[config.mk]
export PLATFORM = sky130hd
export DESIGN_NAME = quorum_gated_reorder_buffer_unit
export DESIGN_NICKNAME = d
export VERILOG_FILES = /design/src/design/qgrb_pkg.sv /design/src/design/qgrb_ctrl.sv /design/src/design/qgrb_dpath.sv /design/src/design/quorum_gated_reorder_buffer_unit.sv
export SDC_FILE = /design/constraint.sdc
export NUM_CORES = 1
export LEC_CHECK = 0
export ABC_CLOCK_PERIOD_IN_PS = 6700
export BUFFER_PORTS_ARGS = -buffer_cell sky130_fd_sc_hd__buf_4
export CAP_MARGIN = 15
export CORE_MARGIN = 2
export CORE_UTILIZATION = 45
export CTS_BUF_LIST = sky130_fd_sc_hd__clkbuf_8
export DETAILED_ROUTE_END_ITERATION = 7
export SYNTH_ARGS = -nofsm -noshare
export SYNTH_HDL_FRONTEND = slang
export SYNTH_SLANG_ARGS = --single-unit
[constraint.sdc]
create_clock -name clock -period 6.7 [get_ports clock]
set_clock_uncertainty 0.1 [all_clocks]
set_input_delay 0.335 -clock clock [delete_from_list [all_inputs] [get_ports clock]]
set_output_delay 0.335 -clock clock [all_outputs]
set_load 0.02 [all_outputs]
[src/design/qgrb_pkg.sv]
// Package for the quorum-gated reorder buffer.
// Payload structs, controller/datapath command and status structs, codes.
// No dependencies.
package qgrb_pkg;

   localparam int SEQ_W    = 32;
   localparam int TAG_W    = 32;
   localparam int CMD_W    = 2;
   localparam int SID_W    = 3;
   localparam int STAT_W   = 3;
   localparam int QUORUM_W = 4;
   localparam int MASK_W   = 8;
   localparam int CSR_W    = 8;
   localparam int CSR_IDX_W = 1;

   localparam logic [CMD_W-1:0] CMD_APPEND = 2'd0;
   localparam logic [CMD_W-1:0] CMD_SKIP   = 2'd1;

   localparam logic [STAT_W-1:0] ST_COUNTED  = 3'd0;
   localparam logic [STAT_W-1:0] ST_APPLIED  = 3'd1;
   localparam logic [STAT_W-1:0] ST_INVALID  = 3'd2;
   localparam logic [STAT_W-1:0] ST_ALREADY  = 3'd3;
   localparam logic [STAT_W-1:0] ST_OUTSIDE  = 3'd4;

   localparam logic KIND_ENTRY = 1'b0;
   localparam logic KIND_ACK   = 1'b1;

   localparam logic [CSR_IDX_W-1:0] CSR_QUORUM = 1'd0;
   localparam logic [CSR_IDX_W-1:0] CSR_MASK   = 1'd1;

   localparam logic [QUORUM_W-1:0] QUORUM_RST = 4'd2;
   localparam logic [MASK_W-1:0]   MASK_RST   = 8'hFF;
   localparam logic [SEQ_W-1:0]    NEXT_RST   = 32'd1;

   typedef struct packed {
      logic [CMD_W-1:0] cmd;
      logic [SID_W-1:0] server_id;
      logic [SEQ_W-1:0] seq;
      logic [TAG_W-1:0] payload_tag;
   } req_type;

   typedef struct packed {
      logic              kind;
      logic [SEQ_W-1:0]  out_seq;
      logic [TAG_W-1:0]  out_tag;
      logic [STAT_W-1:0] status;
      logic              last;
   } rsp_type;

   typedef struct packed {
      logic load;
      logic check;
      logic lookup;
      logic vote;
      logic pop;
      logic out_ack;
   } qgrb_ctl_type;

   typedef struct packed {
      logic voting;
      logic apply;
      logic head_ready;
   } qgrb_sts_type;

endpackage

[src/design/qgrb_ctrl.sv]
// Controller FSM for the quorum-gated reorder buffer.
// Sequences check, lookup, vote, drain and ack; uses qgrb_pkg.
module qgrb_ctrl (
   input  logic                    clock,
   input  logic                    reset,
   input  logic                    req_valid,
   output logic                    req_ready,
   output logic                    rsp_valid,
   input  logic                    rsp_ready,
   input  qgrb_pkg::qgrb_sts_type  sts,
   output qgrb_pkg::qgrb_ctl_type  ctl
);
   import qgrb_pkg::*;

   localparam logic [2:0] S_IDLE   = 3'd0;
   localparam logic [2:0] S_CHECK  = 3'd1;
   localparam logic [2:0] S_LOOKUP = 3'd2;
   localparam logic [2:0] S_VOTE   = 3'd3;
   localparam logic [2:0] S_DRAIN  = 3'd4;
   localparam logic [2:0] S_DOUT   = 3'd5;
   localparam logic [2:0] S_ACK    = 3'd6;

   logic [2:0] state_ff;
   logic [2:0] state_in;

   always_comb begin
      state_in  = state_ff;
      ctl       = '0;
      req_ready = 1'b0;
      rsp_valid = 1'b0;
      unique case (state_ff)
         S_IDLE: begin
            req_ready = 1'b1;
            if (req_valid) begin
               ctl.load = 1'b1;
               state_in = S_CHECK;
            end
         end
         S_CHECK: begin
            ctl.check = 1'b1;
            state_in  = S_LOOKUP;
         end
         S_LOOKUP: begin
            ctl.lookup = 1'b1;
            state_in   = sts.voting ? S_VOTE : S_ACK;
         end
         S_VOTE: begin
            ctl.vote = 1'b1;
            state_in = sts.apply ? S_DRAIN : S_ACK;
         end
         S_DRAIN: begin
            state_in = sts.head_ready ? S_DOUT : S_ACK;
         end
         S_DOUT: begin
            rsp_valid = 1'b1;
            if (rsp_ready) begin
               ctl.pop  = 1'b1;
               state_in = S_DRAIN;
            end
         end
         S_ACK: begin
            rsp_valid   = 1'b1;
            ctl.out_ack = 1'b1;
            if (rsp_ready) begin
               state_in = S_IDLE;
            end
         end
         default: begin
            state_in = S_IDLE;
         end
      endcase
   end

   always_ff @(posedge clock) begin
      if (reset) begin
         state_ff <= S_IDLE;
      end else begin
         state_ff <= state_in;
      end
   end

endmodule

[src/design/qgrb_dpath.sv]
// Datapath for the quorum-gated reorder buffer.
// Config registers, window ring (vote and tag memories, applied bits), result mux; uses qgrb_pkg.
module qgrb_dpath #(
   parameter int WINDOW  = 16,
   parameter int SERVERS = 8
) (
   input  logic                              clock,
   input  logic                              reset,
   input  logic                              csr_we,
   input  logic [qgrb_pkg::CSR_IDX_W-1:0]    csr_idx,
   input  logic [qgrb_pkg::CSR_W-1:0]        csr_wdata,
   input  qgrb_pkg::req_type                 req_data,
   output qgrb_pkg::rsp_type                 rsp_data,
   input  qgrb_pkg::qgrb_ctl_type            ctl,
   output qgrb_pkg::qgrb_sts_type            sts
);
   import qgrb_pkg::*;

   localparam int SLOT_W = $clog2(WINDOW);
   localparam int CNT_W  = $clog2(SERVERS + 1);
   localparam int CMP_W  = (CNT_W > QUORUM_W) ? CNT_W : QUORUM_W;

   logic [QUORUM_W-1:0] quorum_ff;
   logic [MASK_W-1:0]   mask_ff;

   req_type             req_ff;
   logic                valid_ff;
   logic                inwin_ff;
   logic                behind_ff;
   logic [SLOT_W-1:0]   diff_ff;
   logic [SLOT_W-1:0]   slot_ff;
   logic [STAT_W-1:0]   status_ff;
   logic [STAT_W-1:0]   status_in;
   logic [SEQ_W-1:0]    next_ff;
   logic [SEQ_W-1:0]    next_in;
   logic [SLOT_W-1:0]   head_ff;
   logic [SLOT_W-1:0]   head_in;
   logic [WINDOW-1:0]   applied_ff;
   logic [WINDOW-1:0]   vote_vld_ff;

   logic [SERVERS-1:0]  vote_mem [WINDOW];
   logic [TAG_W-1:0]    tag_mem  [WINDOW];
   logic [SERVERS-1:0]  vote_rd_ff;
   logic                vote_rdv_ff;
   logic [TAG_W-1:0]    tag_rd_ff;

   logic                is_vote;
   logic                sid_ok;
   logic [SEQ_W-1:0]    seq_off;
   logic [SLOT_W:0]     slot_sum;
   logic [SLOT_W-1:0]   slot;
   logic [SERVERS-1:0]  vote_cur;
   logic [SERVERS-1:0]  vote_new;
   logic [CNT_W-1:0]    vote_cnt;
   logic                apply;

   assign is_vote = (req_ff.cmd == CMD_APPEND) || (req_ff.cmd == CMD_SKIP);
   assign sid_ok  = (32'(req_ff.server_id) < SERVERS) && mask_ff[req_ff.server_id];
   assign seq_off = req_ff.seq - next_ff;

   always_comb begin
      slot_sum = {1'b0, head_ff} + {1'b0, diff_ff};
      if (slot_sum >= (SLOT_W+1)'(WINDOW)) begin
         slot_sum = slot_sum - (SLOT_W+1)'(WINDOW);
      end
      slot = slot_sum[SLOT_W-1:0];
   end

   always_comb begin
      vote_cur = vote_rdv_ff ? vote_rd_ff : '0;
      vote_new = vote_cur | (SERVERS'(1) << req_ff.server_id);
      vote_cnt = '0;
      for (int i = 0; i < SERVERS; i++) begin
         vote_cnt = vote_cnt + CNT_W'(vote_new[i]);
      end
      apply = CMP_W'(vote_cnt) >= CMP_W'(quorum_ff);
   end

   always_comb begin
      status_in = status_ff;
      if (ctl.lookup) begin
         if (!is_vote) begin
            status_in = ST_COUNTED;
         end else if (!valid_ff) begin
            status_in = ST_INVALID;
         end else if (!inwin_ff) begin
            status_in = behind_ff ? ST_ALREADY : ST_OUTSIDE;
         end else if (applied_ff[slot]) begin
            status_in = ST_ALREADY;
         end else begin
            status_in = ST_COUNTED;
         end
      end else if (ctl.vote && apply) begin
         status_in = ST_APPLIED;
      end
   end

   assign next_in = next_ff + SEQ_W'(1);
   assign head_in = (head_ff == SLOT_W'(WINDOW - 1)) ? '0 : head_ff + SLOT_W'(1);

   assign sts.voting     = is_vote && valid_ff && inwin_ff && !applied_ff[slot];
   assign sts.apply      = apply;
   assign sts.head_ready = applied_ff[head_ff];

   always_ff @(posedge clock) begin
      if (reset) begin
         quorum_ff <= QUORUM_RST;
         mask_ff   <= MASK_RST;
      end else if (csr_we) begin
         if (csr_idx == CSR_QUORUM) begin
            quorum_ff <= csr_wdata[QUORUM_W-1:0];
         end else begin
            mask_ff <= csr_wdata[MASK_W-1:0];
         end
      end
   end

   always_ff @(posedge clock) begin
      if (ctl.load) begin
         req_ff <= req_data;
      end
      if (ctl.check) begin
         valid_ff  <= sid_ok;
         inwin_ff  <= seq_off < SEQ_W'(WINDOW);
         behind_ff <= req_ff.seq < next_ff;
         diff_ff   <= seq_off[SLOT_W-1:0];
      end
      if (ctl.lookup) begin
         slot_ff <= slot;
      end
      status_ff <= status_in;
   end

   always_ff @(posedge clock) begin
      if (reset) begin
         next_ff     <= NEXT_RST;
         head_ff     <= SLOT_W'(1);
         applied_ff  <= '0;
         vote_vld_ff <= '0;
      end else begin
         if (ctl.vote) begin
            vote_vld_ff[slot_ff] <= 1'b1;
            if (apply) begin
               applied_ff[slot_ff] <= 1'b1;
            end
         end
         if (ctl.pop) begin
            applied_ff[head_ff] <= 1'b0;
            next_ff             <= next_in;
            head_ff             <= head_in;
         end
      end
   end

   // vote memory: read at lookup slot, written back in the vote cycle
   always_ff @(posedge clock) begin
      vote_rd_ff  <= vote_mem[slot];
      vote_rdv_ff <= vote_vld_ff[slot];
      if (ctl.vote) begin
         vote_mem[slot_ff] <= apply ? '0 : vote_new;
      end
   end

   // tag memory: written on apply, read at head every cycle
   always_ff @(posedge clock) begin
      tag_rd_ff <= tag_mem[head_ff];
      if (ctl.vote && apply) begin
         tag_mem[slot_ff] <= req_ff.payload_tag;
      end
   end

   always_comb begin
      if (ctl.out_ack) begin
         rsp_data.kind    = KIND_ACK;
         rsp_data.out_seq = req_ff.seq;
         rsp_data.out_tag = '0;
         rsp_data.status  = status_ff;
         rsp_data.last    = 1'b1;
      end else begin
         rsp_data.kind    = KIND_ENTRY;
         rsp_data.out_seq = next_ff;
         rsp_data.out_tag = tag_rd_ff;
         rsp_data.status  = ST_APPLIED;
         rsp_data.last    = 1'b0;
      end
   end

endmodule

[src/design/quorum_gated_reorder_buffer_unit.sv]
// Top level of the quorum-gated reorder buffer.
// Joins qgrb_ctrl and qgrb_dpath; uses qgrb_pkg.
//
//  port group   dir   handshake             beat
//  req_*        in    req_valid/req_ready   one message (qgrb_pkg::req_type)
//  rsp_*        out   rsp_valid/rsp_ready   delivered entry or ack (rsp_type)
//  csr_*        in    csr_we                one register write
//
// One message at a time: accept, window check, slot lookup, vote, ack.
// An ack-only message passes accept, check, lookup and the ack beat; a counted vote adds a vote step.
// An apply adds a head check; each delivered entry adds a beat, then another head check.
// rsp_ready low holds the current beat; req_ready is low until the ack goes.
// Reset clears vote and applied state at once; no clearing pass.
module quorum_gated_reorder_buffer_unit #(
   parameter int WINDOW  = 16,
   parameter int SERVERS = 8
) (
   input  logic                            clock,
   input  logic                            reset,
   input  logic                            req_valid,
   output logic                            req_ready,
   input  qgrb_pkg::req_type               req_data,
   output logic                            rsp_valid,
   input  logic                            rsp_ready,
   output qgrb_pkg::rsp_type               rsp_data,
   input  logic                            csr_we,
   input  logic [qgrb_pkg::CSR_IDX_W-1:0]  csr_idx,
   input  logic [qgrb_pkg::CSR_W-1:0]      csr_wdata
);
   import qgrb_pkg::*;

   qgrb_ctl_type ctl;
   qgrb_sts_type sts;

   qgrb_ctrl u_ctrl (
      .clock     (clock),
      .reset     (reset),
      .req_valid (req_valid),
      .req_ready (req_ready),
      .rsp_valid (rsp_valid),
      .rsp_ready (rsp_ready),
      .sts       (sts),
      .ctl       (ctl)
   );

   qgrb_dpath #(
      .WINDOW  (WINDOW),
      .SERVERS (SERVERS)
   ) u_dpath (
      .clock     (clock),
      .reset     (reset),
      .csr_we    (csr_we),
      .csr_idx   (csr_idx),
      .csr_wdata (csr_wdata),
      .req_data  (req_data),
      .rsp_data  (rsp_data),
      .ctl       (ctl),
      .sts       (sts)
   );

endmodule
# Word level (Yosys, flattened, before mapping)
# Memory sizes are Yosys's and may differ from the RTL's. A register that Yosys moved wholly into a read port is not among the register bits.
# Cells that the tools add are included.
# totals
reg_bits,167
ram_bits,640
input_bits,83
out_inout_bits,71
wordCells,124
memories,2
# op_classes
add_sub_neg,12
magnitude_cmp,10
eq_ne,11
n_shift,1
n_mux,49
bitwise,6
reduce_logical,15
# memory_table
memory,depth,word_bits,read_ports,rd_ports_with_merged_regs,wr,line_no,text
u_dpath.tag_mem,16,32,1,1,1,qgrb_dpath.sv:42,logic [TAG_W-1:0] tag_mem [WINDOW];
u_dpath.vote_mem,16,8,1,1,1,qgrb_dpath.sv:41,logic [SERVERS-1:0] vote_mem [WINDOW];
# op_table
op,count
2-to-1 mux 69 bit,1
2-to-1 mux 16 bit,4
adder 32 x 1 -> 32 bit (second input constant),1
less-than comparator 32 bit,1
less-than comparator 32 x 5 -> 1 bit (second input constant),1
OR 16 bit,2
subtractor 32 bit,1
2-to-1 mux 3 bit,10
adder 4 x 1 -> 4 bit,6
case mux 3 bit (7 select lines),1
2-to-1 mux 1 bit,20
bitwise AND 16 bit,1
2-to-1 mux 8 bit,2
inverter 16 bit,1
less-than comparator 4 x 5 -> 1 bit (second input constant),3
binary-select mux 1 bit (select 4 bit),3
== test 3 bit (second input constant),3
demux 1 bit (select 4 bit),2
>= comparator 4 x 1 -> 1 bit (second input constant),2
2-to-1 mux 4 bit,2
OR 8 bit,1
<< shifter 1 x 3 -> 8 bit (first input constant),1
== test 3 x 2 -> 1 bit (second input constant),2
logical AND 1 bit,6
22 further kinds,27

# Logic depth before layout (Yosys ltp)
# Gate-level depths: netlist of run 1.
# logic_depth
word_depth,15
ltp_mapped,20

# By module
# A second synthesis of run 1 with hierarchy kept.
# unflattened
hier_cells,1981
area_unflattened_um2,34481.8
# modules_own_cells
module,instances,cells_each,area_per_inst_um2,seq_area_each_um2
qgrb_dpath,1,1949,34246.6,24103.1
qgrb_ctrl,1,32,235.2,60.1

# Least setup slack after synthesis of run 1
# OpenSTA, ideal clock, no wires.
# synth_path
kind,flip-flop to flip-flop
from,register u_dpath.req_ff[64] in the netlist's numbering
to,memory u_dpath.tag_mem[13][0] (enable)
setup_time_ps,463
arrival_time_ps,6268
required_ps,6137
slack_ps,-131
path_stages_with_launch,19
n_path_buf,2
path_cell_list,edfxtp_1 > clkbuf_1 > inv_1 > a22o_1 > ha_1 > fa_1 > inv_1 > fa_1 > inv_1 > fa_1 > inv_1 > fa_1 > inv_1 > ha_1 > a21o_1 > a21o_1 > a21oi_1 > clkbuf_1 > nor3_1
# synth_via
elab_chain_cells,13
# synth_lines
item,line_no,text
start: declaration,qgrb_dpath.sv:26,req_type req_ff;
start signal: assignment,qgrb_dpath.sv:120,req_ff <= req_data;
<< shifter 1 x 3 -> 8 bit (*),qgrb_dpath.sv:71,vote_new = vote_cur | (SERVERS'(1) << req_ff.server_id);
OR 8 bit (*),qgrb_dpath.sv:71,
adder 1 x 1 -> 2 bit,qgrb_dpath.sv:74,vote_cnt = vote_cnt + CNT_W'(vote_new[i]);
adder 4 x 1 -> 4 bit (5 in series),qgrb_dpath.sv:74,
adder 4 x 1 -> 4 bit (*),qgrb_dpath.sv:74,
>= comparator 4 bit (*),qgrb_dpath.sv:76,apply = CMP_W'(vote_cnt) >= CMP_W'(quorum_ff);
logical AND 1 bit (*),qgrb_dpath.sv:167,if (ctl.vote && apply) begin
2-to-1 mux 1 bit (*),qgrb_dpath.sv:167,
2-to-1 mux 1 bit (not written as such) (*),qgrb_dpath.sv:168,tag_mem[slot_ff] <= req_ff.payload_tag;
end: declaration,qgrb_dpath.sv:42,
# Mark *: on every way between the ends. The rest lies on a longest branch, timed or not.

# Worst setup path after layout of run 1
# layout_path
from,register u_dpath.req_ff[64] in the netlist's numbering
to,memory u_dpath.tag_mem[15][1] (enable)
# The elaborated chain is that of the path after synthesis.

==> results of run 1 <==
## flip-flops by register name, indices dropped and copies added (netlist names)
signal / count
u_dpath.vote_rd_ff: 8
u_dpath.vote_rdv_ff: 1
u_dpath.mask_ff: 8
u_dpath.quorum_ff: 4
u_dpath.valid_ff: 1
u_dpath.tag_mem: 512
u_dpath.req_ff: 68
u_dpath.vote_mem: 128
u_dpath.next_ff: 32
u_ctrl.state_ff: 3
u_dpath.inwin_ff: 1
u_dpath.slot_ff: 4
u_dpath.applied_ff: 16
u_dpath.status_ff: 3
u_dpath.diff_ff: 4
u_dpath.head_ff: 4
u_dpath.vote_vld_ff: 16
u_dpath.tag_rd_ff: 32
u_dpath.behind_ff: 1
## kinds of logic after synthesis
group	after synthesis
compound gates	231
simple gates	395
mux	227
fa+ha+maj	53
flops	846
buf+inv	159
xor+xnor	44
## layer usage
| layer | track usage (%) | part of all wire (%) | vias to the layer above |
|---|---|---|---|
| met5 | 0 | 0 | - |
| met4 | 6.73 | 2.4 | 0 |
| met3 | 3.58 | 4.9 | 131 |
| met2 | 31.7 | 49 | 504 |
| met1 | 26.8 | 44 | 9507 |
| li1 | - | - | 8436 |
## power groups by stage
stage | clock [mW] | combinational [mW] | sequential (mW)
after floorplan | 0 | 1.13 | 6.45
after detailed placement | 0 | 1.66 | 6.56
final | 4.47 | 1.68 | 6.45
after CTS | 4.61 | 1.71 | 6.45
after global routing | 4.83 | 1.87 | 6.48
after global placement | 0 | 1.63 | 6.54
## cell usage after synthesis, types with 14 or more instances
cell type	count
nor3_1	29
xnor2_1	41
mux2i_1	17
inv_1	66
nor2b_1	16
and2_1	47
mux4_2	207
ha_1	47
dfxtp_1	124
a211oi_1	31
edfxtp_1	722
buf_1	17
and3_1	14
nand2_1	85
nor2_1	126
a21oi_1	60
o21ai_0	61
nand3_1	17
clkbuf_1	62
## metrics by stage
stage                     hold WS [ns]  power, mW  instance area (um2)  util [%]
after CTS                       0.0121       12.8                40400      53.5
final                           0.0670       12.6                40500      53.6
after detailed placement         0.350       8.22                36700      48.5
after global routing            0.0545       13.2                40500      53.6
after floorplan                  0.330       7.58                34200         -
after global placement           0.345       8.17                36700      48.5
## worst max path at each step
stage / end / from / slack [ns] / cells after the start
after floorplan: u_dpath.tag_mem[13][0] / u_dpath.req_ff[64] / -0.13 / 18
after global placement: u_dpath.tag_mem[15][11] / u_dpath.req_ff[64] / 0.89 / 17
after detailed placement: u_dpath.tag_mem[15][11] / u_dpath.req_ff[64] / 0.78 / 17
after CTS: u_dpath.tag_mem[15][1] / u_dpath.req_ff[64] / 0.78 / 17
after global routing: u_dpath.tag_mem[15][1] / u_dpath.req_ff[64] / 0.54 / 17
final: u_dpath.tag_mem[15][1] / u_dpath.req_ff[64] / 0.91 / 17
## area by class of cell
| class | instances | share of cell area (%) |
|---|---|---|
| inverters | 66 | 0.612 |
| clock inverters | 103 | 1.50 |
| flip-flops and latches | 846 | 59.7 |
| multi-input cells | 950 | 23.6 |
| clock buffers | 163 | 5.54 |
| repair buffers | 290 | 5.98 |
| diodes | 1 | 0.00618 |
| well taps | 978 | 3.02 |
==> results.sh, run 1 <==
export IMPL_status="finished, final reports clean"
export IMPL_cts_max_level=4
export IMPL_synthMuxAreaShare_pct=14.2
export IMPL_cts_buffers=142
export IMPL_synth_top_cell_area_share_pct=63.3
export IMPL_rsz0062_at_grt="false"
export IMPL_seq_power_share_pct=51.2
export IMPL_crit_path_cell_trace="inv_1, a22o_1, ha_1, fa_1, inv_1, fa_1, inv_1, fa_1, inv_1, fa_1, inv_1, ha_1, a21o_1, a21o_1, a21oi_2, nor3_2, buf_4"
export IMPL_cpMostUsedCell="inv_1"
export IMPL_finalCritPeriodShare_pct=86.4
export IMPL_syn_inst=1955
export IMPL_crit_fanout=22
export IMPL_finalSetupTns_ns=0
export IMPL_postCtsSetupBuffers=0
export IMPL_dr_pass1_iters=5
export IMPL_whs_endpoint="u_dpath.vote_vld_ff[0]"
export IMPL_critPathArrivalTime_ns=6.11
export IMPL_p_clk_share_pct=35.5
export IMPL_p_per_area_nw_per_um2=312
export IMPL_synthSimpleGateAreaFrac_pct=5.81
export IMPL_layout_common_cells="722 x edfxtp_1, 207 x mux4_2, 198 x buf_4"
export IMPL_final_cells=3397
export IMPL_clk_latency_ns=0.78
export IMPL_nets=2432
export IMPL_async_reset_ff_share_pct=0
export IMPL_tightest_slew_ns=1.19
export IMPL_drc=0
export IMPL_drive_above_1_share_pct=26.8
export IMPL_cp_required_ns=7.03
export IMPL_hold_buffers=90
export IMPL_max_vdd_ir_drop_uv=168
export IMPL_wl_um=75500
export IMPL_synth_area_um2=34200
export IMPL_reg2reg_to="u_dpath.tag_mem[15][1]"
export IMPL_syn_to_final_growth_pct=18.2
export IMPL_root_buffer="clkbuf_8"
export IMPL_grt_pass1_vias=19390
export IMPL_die_h_um=280
export IMPL_pin_count=154
export IMPL_synth_xor_area_share_pct=1.13
export IMPL_globalRouteTotalUtil_pct=19.6
export IMPL_reg2reg_setup_slack_ns=0.91
export IMPL_yosysTopAreaCell="edfxtp_1"
export IMPL_dr_first_iter_drc_count=1232
export IMPL_cts_tree="yes"
export IMPL_vias_per_cell=5.47
export IMPL_multi_input_area_um2=9550
export IMPL_path_clk_slew_ns=0.06
export IMPL_crit_path_max_incr_delay_ns=0.91
export IMPL_worst_slew_margin_rel_pct=20.6
export IMPL_routedWlPerCell_um=22.2
export IMPL_holdCritPathClass="in -> reg"
export IMPL_std_cell_rows=101
export IMPL_grt_pass1_wl_um=115000
export IMPL_dp_cells=3038
export IMPL_worstHoldStart="reset"
export IMPL_die_area_um2=78300
export IMPL_fill_cells=6126
export IMPL_ant_nets=0
export IMPL_cts_sinks=846
export IMPL_hold_viol_final=0
export IMPL_switching_share_pct=26.6
export IMPL_die_w_um=280
export IMPL_rr_startpoint="u_dpath.req_ff[64]"
export IMPL_regArea_um2=24200
export IMPL_period_minus_slack_ns=5.79
export IMPL_whs_path_depth=2
export IMPL_start_util_pct=45.3
export IMPL_cp_end_kind="register"
export IMPL_combinationalPowerShare_pct=13.4
export IMPL_synth_area_leaders="edfxtp_1 63%, mux4_2 14%, dfxtp_1 7.3%"
export IMPL_synth_warnings=0
export IMPL_slew_viol_final=0
export IMPL_avgSynthCellArea_um2=17.5
export IMPL_grt_max_degree=84
export IMPL_critPathLaunchType="register"
export IMPL_setup_slack_ns=0.913
export IMPL_fmax_mhz=173
export IMPL_syn_nets=2091
export IMPL_critical_path_top_delay_family="adder cells"
export IMPL_overflow=0
export IMPL_switchingPower_mw=3.36
export IMPL_intPower_mw=9.26
export IMPL_ys_ff_latch=846
export IMPL_slowest_stage="nor3_2"
export IMPL_worstSetupPathType="reg -> reg"
export IMPL_setup_viol=0
export IMPL_synth_adder_area_share_pct=2.07
export IMPL_place_worst_setup_slack_ns=0.777
export IMPL_cts_resized=0
export IMPL_synth_compound_area_share_pct=4.38
export IMPL_dp_hpwl_um=42900
export IMPL_gp_congestion=0.806
export IMPL_io_buffers=152
export IMPL_synth_cell_types=80
export IMPL_final_common_cell="edfxtp_1"
export IMPL_grt_antenna_before_repair=3
export IMPL_core_area_um2=75600
export IMPL_ys_seq_area_share_pct=70.6
export IMPL_crit_buf_inv=6
export IMPL_cts_buffer_depth=3
export IMPL_synth_top_family_by_area="multiplexers"
export IMPL_vias=18578
export IMPL_leakagePower_nw=13.9
export IMPL_synth_top_flop_cell="edfxtp_1"
export IMPL_r2r_cells=17
export IMPL_synth_edff_count=722
export IMPL_maxCapViolCount=0
No activity file was read; power rests on OpenSTA's default activity.
==> inputs of run 2 (changes only) <==
- MAX_ROUTING_LAYER: not set -> met4
==> results.sh, run 2 (synthesis gave the netlist of run 1 again) <==
export IMPL_hold_viol_final=0
export IMPL_cpMostUsedCell="inv_1"
export IMPL_ant_nets=0
export IMPL_setup_viol=0
export IMPL_std_cell_rows=101
export IMPL_reg_top3="u_dpath.tag_mem (512), u_dpath.vote_mem (128), u_dpath.req_ff (68)"
export IMPL_critPathLaunchType="register"
export IMPL_grt_pass1_wl_um=115000
export IMPL_start_util_pct=45.3
export IMPL_reg2reg_setup_slack_ns=0.93
export IMPL_r2r_cells=17
export IMPL_critical_path_top_delay_family="adder cells"
export IMPL_largest_register="u_dpath.tag_mem"
export IMPL_reg2reg_to="u_dpath.tag_mem[14][1]"
export IMPL_cp_end_kind="register"
export IMPL_drc=0
export IMPL_slew_viol_final=0
export IMPL_vias=18554
export IMPL_leakagePower_nw=13.9
export IMPL_cts_max_level=4
export IMPL_switching_share_pct=26.6
export IMPL_dp_hpwl_um=42900
export IMPL_final_cells=3397
export IMPL_slowest_stage="nor3_2"
export IMPL_dp_cells=3038
export IMPL_dr_first_iter_drc_count=1179
export IMPL_intPower_mw=9.26
export IMPL_whs_path_depth=2
export IMPL_pin_count=154
export IMPL_die_w_um=280
export IMPL_crit_path_max_incr_delay_ns=0.91
export IMPL_grt_antenna_before_repair=3
export IMPL_layout_common_cells="722 x edfxtp_1, 207 x mux4_2, 198 x buf_4"
export IMPL_holdCritPathClass="in -> reg"
export IMPL_die_h_um=280
export IMPL_routedWlPerCell_um=22.2
export IMPL_largest_reg_flops=512
export IMPL_cts_tree="yes"
export IMPL_syn_to_final_growth_pct=18.2
export IMPL_nets=2432
export IMPL_path_clk_slew_ns=0.05
export IMPL_die_area_um2=78300
export IMPL_io_buffers=152
export IMPL_drive_above_1_share_pct=26.8
export IMPL_root_buffer="clkbuf_8"
export IMPL_period_minus_slack_ns=5.77
export IMPL_fin_util_pct=53.6
export IMPL_cts_buffer_depth=3
export IMPL_seq_power_share_pct=51.2
export IMPL_hold_buffers=90
export IMPL_clk_latency_ns=0.78
export IMPL_p_clk_share_pct=35.5
export IMPL_grt_pass1_vias=19398
export IMPL_overflow=0
export IMPL_maxCapViolCount=0
export IMPL_crit_buf_inv=6
export IMPL_core_area_um2=75600
export IMPL_rr_startpoint="u_dpath.req_ff[64]"
export IMPL_fmax_mhz=173
export IMPL_worstHoldStart="reset"
export IMPL_crit_path_cell_trace="inv_1, a22o_1, ha_1, fa_1, inv_1, fa_1, inv_1, fa_1, inv_1, fa_1, inv_1, ha_1, a21o_1, a21o_1, a21oi_2, nor3_2, buf_4"
export IMPL_crit_fanout=22
export IMPL_cts_buffers=142
export IMPL_cp_required_ns=7.03
export IMPL_worstSetupPathType="reg -> reg"
export IMPL_combinationalPowerShare_pct=13.4
export IMPL_grt_max_degree=84
export IMPL_status="finished, final reports clean"
export IMPL_switchingPower_mw=3.36
export IMPL_gp_congestion=0.819
export IMPL_wl_um=75500
export IMPL_cts_resized=0
export IMPL_critPathArrivalTime_ns=6.10
export IMPL_cp_depth=17
export IMPL_finalCritPeriodShare_pct=86.1
export IMPL_vias_per_cell=5.46
export IMPL_cts_sinks=846
export IMPL_rsz0062_at_grt="false"
export IMPL_max_vdd_ir_drop_uv=168
export IMPL_globalRouteTotalUtil_pct=20.2
export IMPL_tightest_slew_ns=1.18
export IMPL_p_per_area_nw_per_um2=312
export IMPL_dr_pass1_iters=7
export IMPL_whs_endpoint="u_dpath.vote_vld_ff[0]"
export IMPL_final_common_cell="edfxtp_1"
export IMPL_postCtsSetupBuffers=0
export IMPL_worst_slew_margin_rel_pct=21.1
## run 2: metrics by stage
step | instance area (um2) | hold WS (ns) | setup slack [ns] | total power [mW] | setup TNS [ns]
after global routing | 40500 | 0.0524 | 0.533 | 13.2 | 0
final | 40500 | 0.0612 | 0.929 | 12.6 | 0
after global placement | 36700 | 0.345 | 0.889 | 8.17 | 0
after CTS | 40400 | 0.0121 | 0.784 | 12.8 | 0
after detailed placement | 36700 | 0.350 | 0.777 | 8.22 | 0
after floorplan | 34200 | 0.330 | -0.131 | 7.58 | -12.78
## run 2: how the worst max path moves through the flow
stage,from,endpoint
final,u_dpath.req_ff[64],u_dpath.tag_mem[14][1]
after global routing,u_dpath.req_ff[64],u_dpath.tag_mem[15][1]
after CTS,u_dpath.req_ff[64],u_dpath.tag_mem[15][1]
after detailed placement,u_dpath.req_ff[64],u_dpath.tag_mem[15][11]
after global placement,u_dpath.req_ff[64],u_dpath.tag_mem[15][11]
after floorplan,u_dpath.req_ff[64],u_dpath.tag_mem[13][0]
## run 2: power groups by stage
stage / sequential, mW / combinational, mW / clock [mW]
2_1_floorplan: 6.45 / 1.13 / 0
3_3_place_gp: 6.54 / 1.63 / 0
3_5_place_dp: 6.56 / 1.66 / 0
4_1_cts: 6.45 / 1.71 / 4.61
5_1_grt: 6.48 / 1.87 / 4.83
6_report: 6.45 / 1.68 / 4.48
## run 2: per-layer routing
layer	global-route usage [%]	wire length, um	up-vias
li1	-	-	8434
met1	26.9	33700	9513
met2	31.6	36600	480
met3	3.56	3460	127
met4	6.75	1690	0
met5	-	0	-
## run 2: cell type report
cell class / instances / area (um2)
Sequential cell: 846 / 24200
Timing Repair Buffer: 290 / 2420
Antenna cell: 1 / 2.50
Fill cell: 6126 / 35100
Clock buffer: 163 / 2240
Tap cell: 978 / 1220
Inverter: 66 / 248
Clock inverter: 103 / 606
Multi-Input combinational cell: 950 / 9550
==> inputs of run 3 (changes only) <==
- HOLD_SLACK_MARGIN: not set -> 0.1
==> results.sh, run 3 (synthesis gave the netlist of run 1 again) <==
export IMPL_status="finished, final reports clean"
export IMPL_pin_count=154
export IMPL_largest_reg_flops=512
export IMPL_rr_startpoint="u_dpath.req_ff[64]"
export IMPL_grt_busiest_layer="met2"
export IMPL_die_w_um=280
export IMPL_critPathArrivalTime_ns=6.12
export IMPL_setup_slack_ns=0.915
export IMPL_grt_pass1_wl_um=115000
export IMPL_clk_latency_ns=0.79
export IMPL_max_vdd_ir_drop_uv=169
export IMPL_ant_nets=0
export IMPL_setup_viol=0
export IMPL_root_buffer="clkbuf_8"
export IMPL_gp_congestion=0.819
export IMPL_syn_to_final_growth_pct=18.9
export IMPL_vias=18646
export IMPL_wl_um=75700
export IMPL_grt_met3_usage_pct=3.57
export IMPL_final_cells=3421
export IMPL_crit_start="u_dpath.req_ff[64]"
export IMPL_grt_max_degree=84
export IMPL_dr_pass1_iters=5
export IMPL_cts_buffers=142
export IMPL_hold_viol_final=0
export IMPL_slowest_stage="nor3_2"
export IMPL_cts_sinks=846
export IMPL_layout_common_cells="722 x edfxtp_1, 207 x mux4_2, 198 x buf_4"
export IMPL_critPathLaunchType="register"
export IMPL_final_common_cell="edfxtp_1"
export IMPL_period_minus_slack_ns=5.79
export IMPL_crit_buf_inv=6
export IMPL_cts_max_level=4
export IMPL_overflow=0
export IMPL_cp_end_kind="register"
export IMPL_slew_viol_final=0
export IMPL_reg_top3="u_dpath.tag_mem (512), u_dpath.vote_mem (128), u_dpath.req_ff (68)"
export IMPL_die_area_um2=78300
export IMPL_globalRouteTotalUtil_pct=20.2
export IMPL_dr_first_iter_drc_count=1280
export IMPL_cp_required_ns=7.03
export IMPL_start_util_pct=45.3
export IMPL_vias_per_cell=5.45
export IMPL_use_met2_pct=31.8
export IMPL_grt_met1_usage_pct=26.9
export IMPL_dp_hpwl_um=42900
export IMPL_grt_antenna_before_repair=3
export IMPL_nets=2455
export IMPL_cts_tree="yes"
export IMPL_p_total_mw=12.6
export IMPL_place_worst_setup_slack_ns=0.777
export IMPL_postCtsSetupBuffers=0
export IMPL_worst_slew_margin_rel_pct=20.3
export IMPL_crit_path_cell_trace="inv_1, a22o_1, ha_1, fa_1, inv_1, fa_1, inv_1, fa_1, inv_1, fa_1, inv_1, ha_1, a21o_1, a21o_1, a21oi_2, nor3_2, buf_4"
export IMPL_die_h_um=280
export IMPL_cts_buffer_depth=3
export IMPL_p_per_area_nw_per_um2=310
export IMPL_maxCapViolCount=0
export IMPL_holdCritPathClass="in -> reg"
export IMPL_largest_register="u_dpath.tag_mem"
export IMPL_leakagePower_nw=14.0
export IMPL_std_cell_rows=101
export IMPL_tightest_slew_ns=1.20
export IMPL_crit_path_max_incr_delay_ns=0.92
export IMPL_grt_pass1_vias=19456
export IMPL_finalCritPeriodShare_pct=86.3
export IMPL_dp_cells=3038
export IMPL_worstHoldStart="req_data[27]"
export IMPL_fmax_mhz=173
export IMPL_drive_above_1_share_pct=26.6
export IMPL_routedWlPerCell_um=22.1
export IMPL_core_area_um2=75600
export IMPL_cpMostUsedCell="inv_1"
export IMPL_fill_cells=6113
export IMPL_io_buffers=152
export IMPL_worstSetupPathType="reg -> reg"
export IMPL_drc=0
export IMPL_path_clk_slew_ns=0.05
export IMPL_crit_fanout=22
export IMPL_rsz0062_at_grt="false"
export IMPL_critical_path_top_delay_family="adder cells"
[run 3: cell types whose count changed in the layout (fill, tap and decap cells not counted)]
cell	delta
diode_2	+1
dlygate4sd3_1	+23
[run 3: what timing repair did]
action                    CTS  global route
gates resized for setup     0             0
hold endpoints to repair  143             0
hold buffers              113             0
[run 3: worst paths after layout]
| check | end | slack [ns] | cells after the start |
|---|---|---|---|
| max | u_dpath.tag_mem[14][1] | 0.91 | 17 |
| min | u_dpath.req_ff[27] | 0.16 | 2 |
| max reg2reg | u_dpath.tag_mem[14][1] | 0.91 | 17 |
| min reg2reg | u_dpath.mask_ff[2] | 0.36 | 1 |
[run 3: per-stage QoR]
step	hold slack (ns)	util (%)	setup TNS [ns]	instance area, um2
after CTS	0.100	53.8	0	40700
after global routing	0.120	53.9	0	40700
after floorplan	0.330	-	-12.78	34200
after global placement	0.345	48.5	0	36700
after detailed placement	0.350	48.5	0	36700
final	0.164	53.9	0	40700
[run 3: layout make-up]
type	count	area [um2]	share of cell area, %
clock inverter	103	606	1.49
tap	978	1220	3.01
multi-input combinational	950	9550	23.5
clock buffer	163	2240	5.51
timing repair buffer	313	2650	6.51
inverter	66	248	0.609
sequential	846	24200	59.4
antenna	2	5.00	0.0123
[run 3: power by group]
group | switching [mW] | internal (mW) | total [mW]
Clock | 2.07 | 2.40 | 4.48
Combinational | 1.06 | 0.635 | 1.69
Sequential | 0.225 | 6.23 | 6.45
Total | 3.36 | 9.26 | 12.6
[run 3: per-layer routing]
metal	routed length [um]	part of all wire, %
met5	0	0
met1	33500	44
met4	1690	2.2
met2	36800	49
met3	3660	4.8
[run 3: worst register-to-register path: stages, from the launching register on]
cell and delay [ns]:
edfxtp_1 0.53, inv_1 0.15, a22o_1 0.24, ha_1 0.32
fa_1 0.55, inv_1 0.06, fa_1 0.49, inv_1 0.05
fa_1 0.43, inv_1 0.09, fa_1 0.40, inv_1 0.06
ha_1 0.13, a21o_1 0.08, a21o_1 0.13, a21oi_2 0.18
nor3_2 0.92, buf_4 0.52
